$ cat src/hdl/pqls_pkg.sv
`timescale 1ns / 1ps

package pqls_pkg;

  localparam int QUEUE_DEPTH_DEF = 8;
  localparam int DATA_W          = 32;
  localparam int PRIO_W          = 16;
  localparam int STATUS_W        = 2;

  typedef logic [STATUS_W-1:0] status_t;

  localparam status_t STATUS_OK        = 2'd0;
  localparam status_t STATUS_OVERFLOW  = 2'd1;
  localparam status_t STATUS_UNDERFLOW = 2'd2;

  localparam logic ACT_ENQUEUE = 1'b0;
  localparam logic ACT_DEQUEUE = 1'b1;

  // Value returned by a dequeue from an empty queue.
  localparam logic signed [DATA_W-1:0] DATA_EMPTY = -32'sd1;

  typedef struct packed {
    logic signed [PRIO_W-1:0] prio;
    logic signed [DATA_W-1:0] data;
  } entry_t;

endpackage

$ cat src/hdl/priority_queue_linear_scan_unit.sv
`timescale 1ns / 1ps

// Priority queue of QUEUE_DEPTH (value, priority) entries held unsorted in one
// synchronous memory. Every transaction returns exactly one result. An enqueue
// goes from ST_IDLE to ST_EMIT, which loads its result into the output register
// once that register is free, and the unit then returns to ST_IDLE to accept the
// next transaction. A dequeue of a queue holding N entries reads every entry once
// to find the highest priority (the earliest entry wins a tie), then moves each
// later entry down one place, so its result passes through ST_SCAN, ST_SHIFT and
// ST_EMIT before it reaches the output register; no new transaction is accepted
// until it has left ST_EMIT. The single read port of the entry memory serves
// both the search and the compaction one entry a cycle. A new transaction is
// taken while a finished result still waits at the output; a later result that
// finds the output register occupied waits until the earlier one is taken.
module priority_queue_linear_scan_unit #(
  parameter int QUEUE_DEPTH = pqls_pkg::QUEUE_DEPTH_DEF
) (
  input  logic                                   clk,
  input  logic                                   rst_n,
  input  logic                                   in_valid,
  output logic                                   in_ready,
  input  logic                                   in_action,
  input  logic signed [pqls_pkg::DATA_W-1:0]     in_data_in,
  input  logic signed [pqls_pkg::PRIO_W-1:0]     in_priority_in,
  output logic                                   out_valid,
  input  logic                                   out_ready,
  output logic signed [pqls_pkg::DATA_W-1:0]     out_data_out,
  output pqls_pkg::status_t                      out_status
);

  import pqls_pkg::*;

  localparam int CNT_W = $clog2(QUEUE_DEPTH + 1);
  localparam int IDX_W = $clog2(QUEUE_DEPTH);

  typedef enum logic [3:0] {
    ST_IDLE  = 4'b0001,
    ST_SCAN  = 4'b0010,
    ST_SHIFT = 4'b0100,
    ST_EMIT  = 4'b1000
  } state_t;

  state_t                   state_r, state_nxt;
  logic [CNT_W-1:0]         cnt_r, cnt_nxt;
  logic [CNT_W-1:0]         ptr_r, ptr_nxt;
  logic                     lag_vld_r, lag_vld_nxt;
  logic [IDX_W-1:0]         lag_idx_r, lag_idx_nxt;
  logic [IDX_W-1:0]         best_idx_r, best_idx_nxt;
  logic signed [PRIO_W-1:0] best_prio_r, best_prio_nxt;
  logic signed [DATA_W-1:0] best_data_r, best_data_nxt;
  logic signed [DATA_W-1:0] res_data_r, res_data_nxt;
  status_t                  res_status_r, res_status_nxt;
  logic                     out_valid_r, out_valid_nxt;
  logic signed [DATA_W-1:0] out_data_r, out_data_nxt;
  status_t                  out_status_r, out_status_nxt;

  entry_t                   mem [QUEUE_DEPTH];
  entry_t                   rd_q_r;
  logic                     rd_en;
  logic [IDX_W-1:0]         rd_addr;
  logic                     wr_en;
  logic [IDX_W-1:0]         wr_addr;
  entry_t                   wr_data;

  logic                     take_cur;
  logic [IDX_W-1:0]         best_idx_c;
  logic signed [DATA_W-1:0] best_data_c;
  logic                     last_lag;

  assign in_ready     = (state_r == ST_IDLE);
  assign out_valid    = out_valid_r;
  assign out_data_out = out_data_r;
  assign out_status   = out_status_r;

  // The entry arriving from memory wins if it is the first one or strictly larger,
  // which keeps the earliest entry on a tie.
  assign take_cur    = (lag_idx_r == '0) || ($signed(rd_q_r.prio) > best_prio_r);
  assign best_idx_c  = take_cur ? lag_idx_r : best_idx_r;
  assign best_data_c = take_cur ? rd_q_r.data : best_data_r;
  assign last_lag    = lag_vld_r && (CNT_W'(lag_idx_r) == cnt_r - 1'b1);

  always_ff @(posedge clk) begin
    if (rd_en) begin
      rd_q_r <= mem[rd_addr];
    end
    if (wr_en) begin
      mem[wr_addr] <= wr_data;
    end
  end

  always_comb begin
    state_nxt      = state_r;
    cnt_nxt        = cnt_r;
    ptr_nxt        = ptr_r;
    lag_vld_nxt    = 1'b0;
    lag_idx_nxt    = lag_idx_r;
    best_idx_nxt   = best_idx_r;
    best_prio_nxt  = best_prio_r;
    best_data_nxt  = best_data_r;
    res_data_nxt   = res_data_r;
    res_status_nxt = res_status_r;
    out_valid_nxt  = out_valid_r && !out_ready;
    out_data_nxt   = out_data_r;
    out_status_nxt = out_status_r;
    rd_en          = 1'b0;
    rd_addr        = ptr_r[IDX_W-1:0];
    wr_en          = 1'b0;
    wr_addr        = cnt_r[IDX_W-1:0];
    wr_data        = '{prio: in_priority_in, data: in_data_in};

    unique case (state_r)
      ST_IDLE: begin
        if (in_valid) begin
          if (in_action == ACT_ENQUEUE) begin
            res_data_nxt = '0;
            if (cnt_r == CNT_W'(QUEUE_DEPTH)) begin
              res_status_nxt = STATUS_OVERFLOW;
            end else begin
              res_status_nxt = STATUS_OK;
              wr_en          = 1'b1;
              cnt_nxt        = cnt_r + 1'b1;
            end
            state_nxt = ST_EMIT;
          end else if (cnt_r == '0) begin
            res_data_nxt   = DATA_EMPTY;
            res_status_nxt = STATUS_UNDERFLOW;
            state_nxt      = ST_EMIT;
          end else begin
            ptr_nxt   = '0;
            state_nxt = ST_SCAN;
          end
        end
      end

      ST_SCAN: begin
        if (ptr_r < cnt_r) begin
          rd_en       = 1'b1;
          lag_vld_nxt = 1'b1;
          lag_idx_nxt = ptr_r[IDX_W-1:0];
          ptr_nxt     = ptr_r + 1'b1;
        end
        if (lag_vld_r) begin
          best_idx_nxt  = best_idx_c;
          best_prio_nxt = take_cur ? $signed(rd_q_r.prio) : best_prio_r;
          best_data_nxt = best_data_c;
        end
        if (last_lag) begin
          res_data_nxt   = best_data_c;
          res_status_nxt = STATUS_OK;
          ptr_nxt        = CNT_W'(best_idx_c) + 1'b1;
          lag_vld_nxt    = 1'b0;
          state_nxt      = ST_SHIFT;
        end
      end

      ST_SHIFT: begin
        // Read entry ptr while the entry read last cycle lands one place lower.
        if (lag_vld_r) begin
          wr_en   = 1'b1;
          wr_addr = lag_idx_r - 1'b1;
          wr_data = rd_q_r;
        end
        if (ptr_r < cnt_r) begin
          rd_en       = 1'b1;
          lag_vld_nxt = 1'b1;
          lag_idx_nxt = ptr_r[IDX_W-1:0];
          ptr_nxt     = ptr_r + 1'b1;
        end else begin
          cnt_nxt   = cnt_r - 1'b1;
          state_nxt = ST_EMIT;
        end
      end

      ST_EMIT: begin
        if (!out_valid_r || out_ready) begin
          out_valid_nxt  = 1'b1;
          out_data_nxt   = res_data_r;
          out_status_nxt = res_status_r;
          state_nxt      = ST_IDLE;
        end
      end

      default: begin
        state_nxt = ST_IDLE;
      end
    endcase
  end

  always_ff @(posedge clk) begin
    if (!rst_n) begin
      state_r     <= ST_IDLE;
      cnt_r       <= '0;
      lag_vld_r   <= 1'b0;
      out_valid_r <= 1'b0;
    end else begin
      state_r     <= state_nxt;
      cnt_r       <= cnt_nxt;
      lag_vld_r   <= lag_vld_nxt;
      out_valid_r <= out_valid_nxt;
    end
  end

  always_ff @(posedge clk) begin
    ptr_r        <= ptr_nxt;
    lag_idx_r    <= lag_idx_nxt;
    best_idx_r   <= best_idx_nxt;
    best_prio_r  <= best_prio_nxt;
    best_data_r  <= best_data_nxt;
    res_data_r   <= res_data_nxt;
    res_status_r <= res_status_nxt;
    out_data_r   <= out_data_nxt;
    out_status_r <= out_status_nxt;
  end

  a_cnt_bound: assert property (@(posedge clk) disable iff (!rst_n)
    cnt_r <= CNT_W'(QUEUE_DEPTH))
    else $error("entry count exceeds queue depth");

  a_busy_not_empty: assert property (@(posedge clk) disable iff (!rst_n)
    (state_r == ST_SCAN || state_r == ST_SHIFT) |-> cnt_r != '0)
    else $error("search or compaction running on an empty queue");

  a_shift_write_range: assert property (@(posedge clk) disable iff (!rst_n)
    (state_r == ST_SHIFT && wr_en) |-> (lag_idx_r != '0 && CNT_W'(lag_idx_r) < cnt_r))
    else $error("compaction writes outside the stored entries");

  a_emit_loads: assert property (@(posedge clk) disable iff (!rst_n)
    (state_r == ST_EMIT && !out_valid_r) |=> (out_valid_r && state_r == ST_IDLE))
    else $error("finished result not passed to the output register");

  a_shift_shrinks: assert property (@(posedge clk) disable iff (!rst_n)
    (state_r == ST_SHIFT && state_nxt == ST_EMIT) |=> cnt_r == $past(cnt_r) - 1'b1)
    else $error("dequeue did not shrink the entry count");

endmodule
$ cat config.mk
export PLATFORM = sky130hd
export DESIGN_NAME = priority_queue_linear_scan_unit
export DESIGN_NICKNAME = d
export VERILOG_FILES = /design/src/hdl/pqls_pkg.sv /design/src/hdl/priority_queue_linear_scan_unit.sv
export SDC_FILE = /design/constraint.sdc
export NUM_CORES = 1
export LEC_CHECK = 0
export BUFFER_PORTS_ARGS = -buffer_cell sky130_fd_sc_hd__buf_2
export CORE_MARGIN = 2
export CORE_UTILIZATION = 35
export DETAILED_ROUTE_END_ITERATION = 8
export GPL_TIMING_DRIVEN = 0
export PLACE_DENSITY_LB_ADDON = 0.08
export SETUP_SLACK_MARGIN = 0.1
export SYNTH_ARGS = -nofsm -noshare
export SYNTH_HDL_FRONTEND = slang
export SYNTH_SLANG_ARGS = --single-unit
export TNS_END_PERCENT = 1
$ cat constraint.sdc
create_clock -name clk -period 13.37 [get_ports clk]
set_input_delay 1.337 -clock clk [delete_from_list [all_inputs] [get_ports clk]]
set_output_delay 1.337 -clock clk [all_outputs]
set_load 0.02 [all_outputs]
==> impl_metrics.csv, run 1 <==
group,metric,value,unit
clock_tree,hold_buffers,0,
sta,fmax,243.7,MHz
sta,setup_viol,0,
drt,drt-initial-drc-count,795,
sta,tns,0,ns
sta,finalMaxSlewViolations,0,
cells_and_area,fill_cells,5511,
clock_tree,cts.sinks,568,
power,leakage,8.708,nW
run,cap_violations,0,
sta,finalCritPeriodShare,30.69,%
placement,dp.cells,2025,
power,power.density,178.2,mW/mm^2
logic_synthesis,synth_fp_nets,1147,
grt,grt_pass1_wl,76550,um
logic_synthesis,synth_edf_count,558,
grt,grt_antenna_before_repair,1,
outcome,outcome,"finished, final reports clean",
grt,grtUsageTotal,15.89,%
sta,min_period,4.103,ns
sta,relSlewSlack,18.49,%
drt,wl_per_cell,24.34,um
logic_synthesis,synth_top_family_by_area,"multiplexers",
drt,drt-met1-wl,24020,um
cells_and_area,fin_nets,1320,
worst_setup_path,startpoint_type,"flip-flop",
placement,hpwl,32200,um
sta,tightestPinTransition,1.210,ns
grt,grt_max_degree,25,
logic_synthesis,yosys.area_share.adder,1.394,%
worst_setup_path,crit_path_end_kind,"flip-flop",
sta,setup_ws,9.267,ns
logic_synthesis,synth-xor-area-share,0.4685,%
sta,hold_viol,0,
clock_tree,cts_resized,0,
drt,dr.pass1.iters,5,
logic_synthesis,synth_top_cell_area_share,74.69,%
logic_synthesis,synth.cell_area,0.02244,mm^2
drt,ant_nets,0,
logic_synthesis,yosysUniqueCellTypes,46,
logic_synthesis,synth_compound_area_share,2.688,%
logic_synthesis,synth_top_cell_by_area,"edfxtp_1",
worst_setup_path,cp.arrival,4.42,ns
placement,gp_congestion,0.7366,
clock_tree,clockRootBuffer,"clkbuf_16",
logic_synthesis,synthMuxAreaShare,16.75,%
clock_tree,htree_levels,2,
worst_setup_path,path_class,"flip-flop to flip-flop",
power,ir_worst_vdd,0.0001004,V
floorplanning,chipWidth,257.2,um
worst_setup_path,cp_cell_sequence,"nor4b_1 -> nand2_1 -> clkbuf_1 -> clkbuf_1 -> o22ai_1 -> nand2_1 -> nor2_4 -> buf_12",
cells_and_area,layout-drive-gt1-share,34.26,%
cells_and_area,finalNonFillerCells,2136,
placement,port_buffers,88,
worst_setup_path,cp.required,13.69,ns
drt,via_count,10604,
logic_synthesis,ys_seq_area_share,75.58,%
drt,top_layer,"met4",
logic_synthesis,syn_inst,1069,
drt,viasPerCell,4.964,
logic_synthesis,ys_ff_latch,568,
cells_and_area,syn2layout_area_growth,17.42,%
logic_synthesis,ys_top_cells_by_area,"edfxtp_1, mux4_2, mux2_2, mux2_4, ha_1",
logic_synthesis,synthArstFlopShare,0,%
floorplanning,io_pins,89,
drt,dr_wl_met3,2176,um
grt,grt_pass1_vias,11208,
drt,wl,51990,um
sta,rsz0062_at_grt,"false",
logic_synthesis,syn_area_per_cell,20.99,um^2
cells_and_area,n_antenna_cell,0,
floorplanning,die-area,0.06614,mm^2
clock_tree,numCtsBuffers,61,
floorplanning,core,0.06320,mm^2
clock_tree,cts.clk_slew.worst_paths,0.06,ns
logic_synthesis,yosysWarningCount,0,
floorplanning,rows,92,
grt,grt_overflow,0,
clock_tree,clk-insertion-delay-late,0.63,ns
logic_synthesis,synth-simple-area-share,1.567,%
drt,drc,0,
worst_setup_path,max_stage_delay,0.75,ns
clock_tree,tritoncts,"built",
clock_tree,postCtsSetupRepairBufs,0,
floorplanning,initial_core_util,35.50,%
clock_tree,clockBufferDepth,3,
sta,finClkSkew,0.01596,ns
placement,pre_cts_ws,9.232,ns
worst_setup_path,slowest_stage,"nor4b_1",
worst_setup_path,crit_path_max_fanout,18,
min_path,hp-class,"flip-flop to flip-flop",
drt,wl_met2,24840,um
logic_synthesis,synthFlopType,"edfxtp_1",
floorplanning,die_h,257.2,um
## cells by family (layout without fill, tap and decap cells)
kind of cell / Yosys count / after routing
xor+xnor: 12 / 12
simple gates: 72 / 72
flops: 568 / 568
fa+ha+maj: 25 / 25
mux: 228 / 228
compound gates: 85 / 85
buf+inv: 79 / 300
## cell usage after synthesis, types with 7 or more instances
library cell    n
xnor2_1         8
ha_1           25
mux4_2         96
o22ai_1         7
mux2_4         30
edfxtp_1      558
dfxtp_1        10
a21oi_1        16
clkbuf_1       32
buf_1           9
inv_1          32
mux2_2         99
a21o_1         33
nor2_1         24
nand2_1        21
## final timing paths
check | start | end | slack (ns) | cells after the start
worst max-delay path | state_r[3] | mem[6][28] | 9.27 | 8
worst min-delay path | res_data_r[12] | out_data_out[12] | 0.42 | 0
worst max register to register | state_r[3] | mem[6][28] | 9.27 | 8
worst min register to register | res_data_r[12] | out_data_out[12] | 0.42 | 0
## power breakdown
group,switching [mW],internal (mW),total (mW)
combinational,0.503,0.442,0.945
sequential,0.0323,2.12,2.15
clock,0.692,0.909,1.60
## layout by cell type (no fill, tap or decap), types with 19 or more instances in the layout
| cell | n |
|---|---|
| edfxtp_1 | 558 |
| mux2_2 | 99 |
| mux4_2 | 96 |
| buf_2 | 91 |
| clkbuf_16 | 61 |
| clkbuf_1 | 45 |
| a21o_1 | 33 |
| inv_1 | 32 |
| mux2_4 | 30 |
| ha_1 | 25 |
| nand2_1 | 21 |
| buf_12 | 21 |
| clkinv_1 | 19 |
## registers in the layout (all words and copies together) (netlist names)
name,cells
mem,384
rd_q_r,48
best_data_r,32
out_data_out,32
res_data_r,32
best_prio_r,16
cnt_r,4
ptr_r,4
state_r,4
best_idx_r,3
lag_idx_r,3
out_status,2
res_status_r,2
lag_vld_r,1
out_valid,1
## routing by layer
metal,global-route usage (%),vias to the layer above
met5,0,-
li1,-,4714
met3,2.502,76
met1,22.40,5589
met4,3.844,0
met2,25.88,225
## worst max-delay path: cells and delay by family (launching register included)
| family | cells | cell delay [ns] |
|---|---|---|
| flops | 1 | 0.35 |
| buf+inv | 3 | 1.13 |
| simple gates | 4 | 1.96 |
| compound gates | 1 | 0.33 |
## layout make-up
class / instances / area (um^2) / share of cell area, %
sequential: 568 / 16960 / 64.36
buffer: 47 / 229.0 / 0.8692
clock buffer: 74 / 1575 / 5.980
tap: 846 / 1059 / 4.018
timing repair buffer: 110 / 898.4 / 3.410
multi-input combinational: 422 / 5220 / 19.81
inverter: 32 / 120.1 / 0.4559
clock inverter: 37 / 286.5 / 1.088
## stage by stage
stage                     power [mW]  cell area [um^2]  util (%)  hold WS, ns
after global placement         3.143             23930     37.87       0.4007
after global routing           4.912             26340     41.69       0.4185
after floorplan                2.850             22440         -       0.4003
after detailed placement       3.153             24480     38.74       0.4045
after CTS                      4.773             26340     41.69       0.4126
final                          4.694             26340     41.69       0.4183
No activity file was read; power rests on OpenSTA's default activity.
==> run 2, diff against run 1 <==
Clock period 13.37 ns to 3.5 ns, I/O delays scaled along.
==> impl_metrics.csv, run 2 (synthesis results as in run 1) <==
group,metric,value,unit
grt,grt_antenna_before_repair,1,
run,cap_violations,0,
worst_setup_path,r2r_cells,10,
min_path,hp-class,"primary input to flip-flop",
sta,setup_viol,0,
worst_setup_path,rrSetupSlack,0.20,ns
worst_setup_path,cp_cell_sequence,"ha_1 -> nand3_2 -> or4_4 -> o22ai_4 -> a31oi_4 -> a21oi_4 -> mux2_4 -> ha_2 -> xor2_1 -> o22ai_1",
power,leakage,8.778,nW
placement,hpwl,32730,um
worst_setup_path,cp_num_buf_inv,0,
clock_tree,htree_levels,2,
clock_tree,cts.clk_slew.worst_paths,0.06,ns
power,power.density,671.6,mW/mm^2
sta,rsz0062_at_grt,"true",
worst_setup_path,crit_path_max_fanout,8,
drt,viasPerCell,4.939,
sta,fmax,302.7,MHz
placement,postPlaceCellArea,0.02454,mm^2
clock_tree,clockBufferDepth,3,
drt,drt-initial-drc-count,616,
min_path,whs_path_depth,2,
min_path,hold_path_startpoint,"in_valid",
drt,via_count,10569,
drt,wl,51840,um
worst_setup_path,startpoint_type,"flip-flop",
drt,drc,0,
cells_and_area,fin_util,42.04,%
placement,pre_cts_ws,-0.8049,ns
worst_setup_path,cp.arrival,3.67,ns
worst_setup_path,critPathTopFamily,"compound AO/OA/AOI/OAI gates",
grt,grtUsageTotal,15.88,%
worst_setup_path,crit_path_end_kind,"flip-flop",
floorplanning,io_pins,89,
cells_and_area,fin_nets,1327,
cells_and_area,top_regs,"mem (384), rd_q_r (48)",
worst_setup_path,slowest_stage,"or4_4",
floorplanning,die-area,0.06614,mm^2
worst_setup_path,cp.required,3.87,ns
cells_and_area,layout-drive-gt1-share,35.63,%
outcome,outcome,"finished, final reports clean",
grt,grt_pass1_wl,76880,um
power,total_power,17.84,mW
floorplanning,rows,92,
sta,hold_viol,0,
clock_tree,clk-insertion-delay-late,0.63,ns
worst_setup_path,path_class,"flip-flop to flip-flop",
worst_setup_path,max_stage_delay,0.56,ns
min_path,hold_end,"state_r[0]",
sta,finalCritPeriodShare,94.38,%
sta,min_period,3.303,ns
floorplanning,die_h,257.2,um
cells_and_area,largest_register,"mem",
cells_and_area,final_common_cell,"edfxtp_1",
worst_setup_path,r2r_end,"ptr_r[2]",
cells_and_area,design_area,0.02657,mm^2
drt,dr.pass1.iters,4,
placement,gp_congestion,0.7369,
floorplanning,chipWidth,257.2,um
sta,finClkSkew,0.02729,ns
sta,tightestPinTransition,1.100,ns
floorplanning,core,0.06320,mm^2
worst_setup_path,rr_startpoint,"rd_q_r[44]",
clock_tree,cts.sinks,568,
floorplanning,initial_core_util,35.50,%
grt,grt_max_degree,25,
sta,relSlewSlack,26.68,%
clock_tree,clockRootBuffer,"clkbuf_16",
placement,port_buffers,88,
clock_tree,numCtsBuffers,61,
cells_and_area,largest_reg_flops,384,
cells_and_area,final_cell_mix,"edfxtp_1, mux2_2, mux4_2",
grt,grt_overflow,0,
power,ir_worst_vdd,0.0004053,V
sta,finalMaxSlewViolations,0,
clock_tree,tritoncts,"built",
drt,ant_nets,0,
cells_and_area,n_antenna_cell,0,
grt,grt_pass1_vias,11341,
sta,setup_ws,0.1968,ns
drt,wl_per_cell,24.22,um
cells_and_area,syn2layout_area_growth,18.41,%
run 2: changes by cell type in the layout (fill, tap and decap cells not counted), sizes merged:
cell / before / now
clkdlybuf4s15: 0 / 1
clkbuf: 106 / 107
dlygate4sd3: 0 / 1
inv: 35 / 33
buf: 125 / 132
clkinv: 29 / 27
bufinv: 4 / 2
run 2: worst max path at each step:
stage / from / endpoint / slack [ns] / cells after the start
after global routing: state_r[3] / best_prio_r[10] / -0.07 / 5
final: rd_q_r[44] / ptr_r[2] / 0.20 / 10
after CTS: state_r[3] / best_prio_r[11] / 0.1 / 5
after floorplan: state_r[3] / mem[2][0] / -0.72 / 7
after global placement: state_r[3] / mem[4][22] / -4.68 / 7
after detailed placement: state_r[3] / mem[5][22] / -0.80 / 10
run 2: metrics by stage:
| stage | cells | hold WS (ns) | TNS [ns] |
|---|---|---|---|
| final | 2140 | 0.06407 | 0 |
| after global routing | 2140 | 0.02744 | -0.8333 |
| after CTS | 2140 | 0.01540 | 0 |
| after detailed placement | 2026 | 0.4045 | -198.70 |
| after global placement | 2003 | 0.4004 | -1968.25 |
| after floorplan | 1069 | 0.4003 | -275.99 |
run 2: power by group:
part / switching (mW) / internal (mW) / leakage, nW / total, mW
clock network: 2.62 / 3.37 / 0.893 / 5.99
logic: 1.95 / 1.70 / 2.76 / 3.65
registers: 0.126 / 8.08 / 5.13 / 8.20
run 2: repair_timing:
item | 4_1_cts | 5_1_grt
gates resized for setup | 9 | 17
pin swaps | 3 | 4
setup buffers | 5 | 0
hold endpoints to repair | 3 | 0
hold buffers | 1 | 0
endpoints found under the setup margin | 413 | 211
run 2: cell type report:
cell class	instances	area, um^2
Multi-Input combinational cell	422	5318
Timing Repair Buffer	117	1046
Clock inverter	31	215.2
Inverter	32	120.1
Buffer	47	244.0
Fill cell	5576	36630
Clock buffer	77	1608
Sequential cell	568	16960
Tap cell	846	1059
run 2: worst reg2reg max path, stage by stage (launching register included):
cell and delay [ns]:
edfxtp_1 0.47, ha_1 0.34, nand3_2 0.10, or4_4 0.56, o22ai_4 0.16, a31oi_4 0.07, a21oi_4 0.51, mux2_4 0.38
ha_2 0.19, xor2_1 0.17, o22ai_1 0.08
run 2: per-layer routing:
layer / global-route usage (%) / routed length [um]
met5: 0 / 0
met4: 4.264 / 898
met1: 22.57 / 24390
met2: 25.51 / 24510
met3: 2.423 / 2050
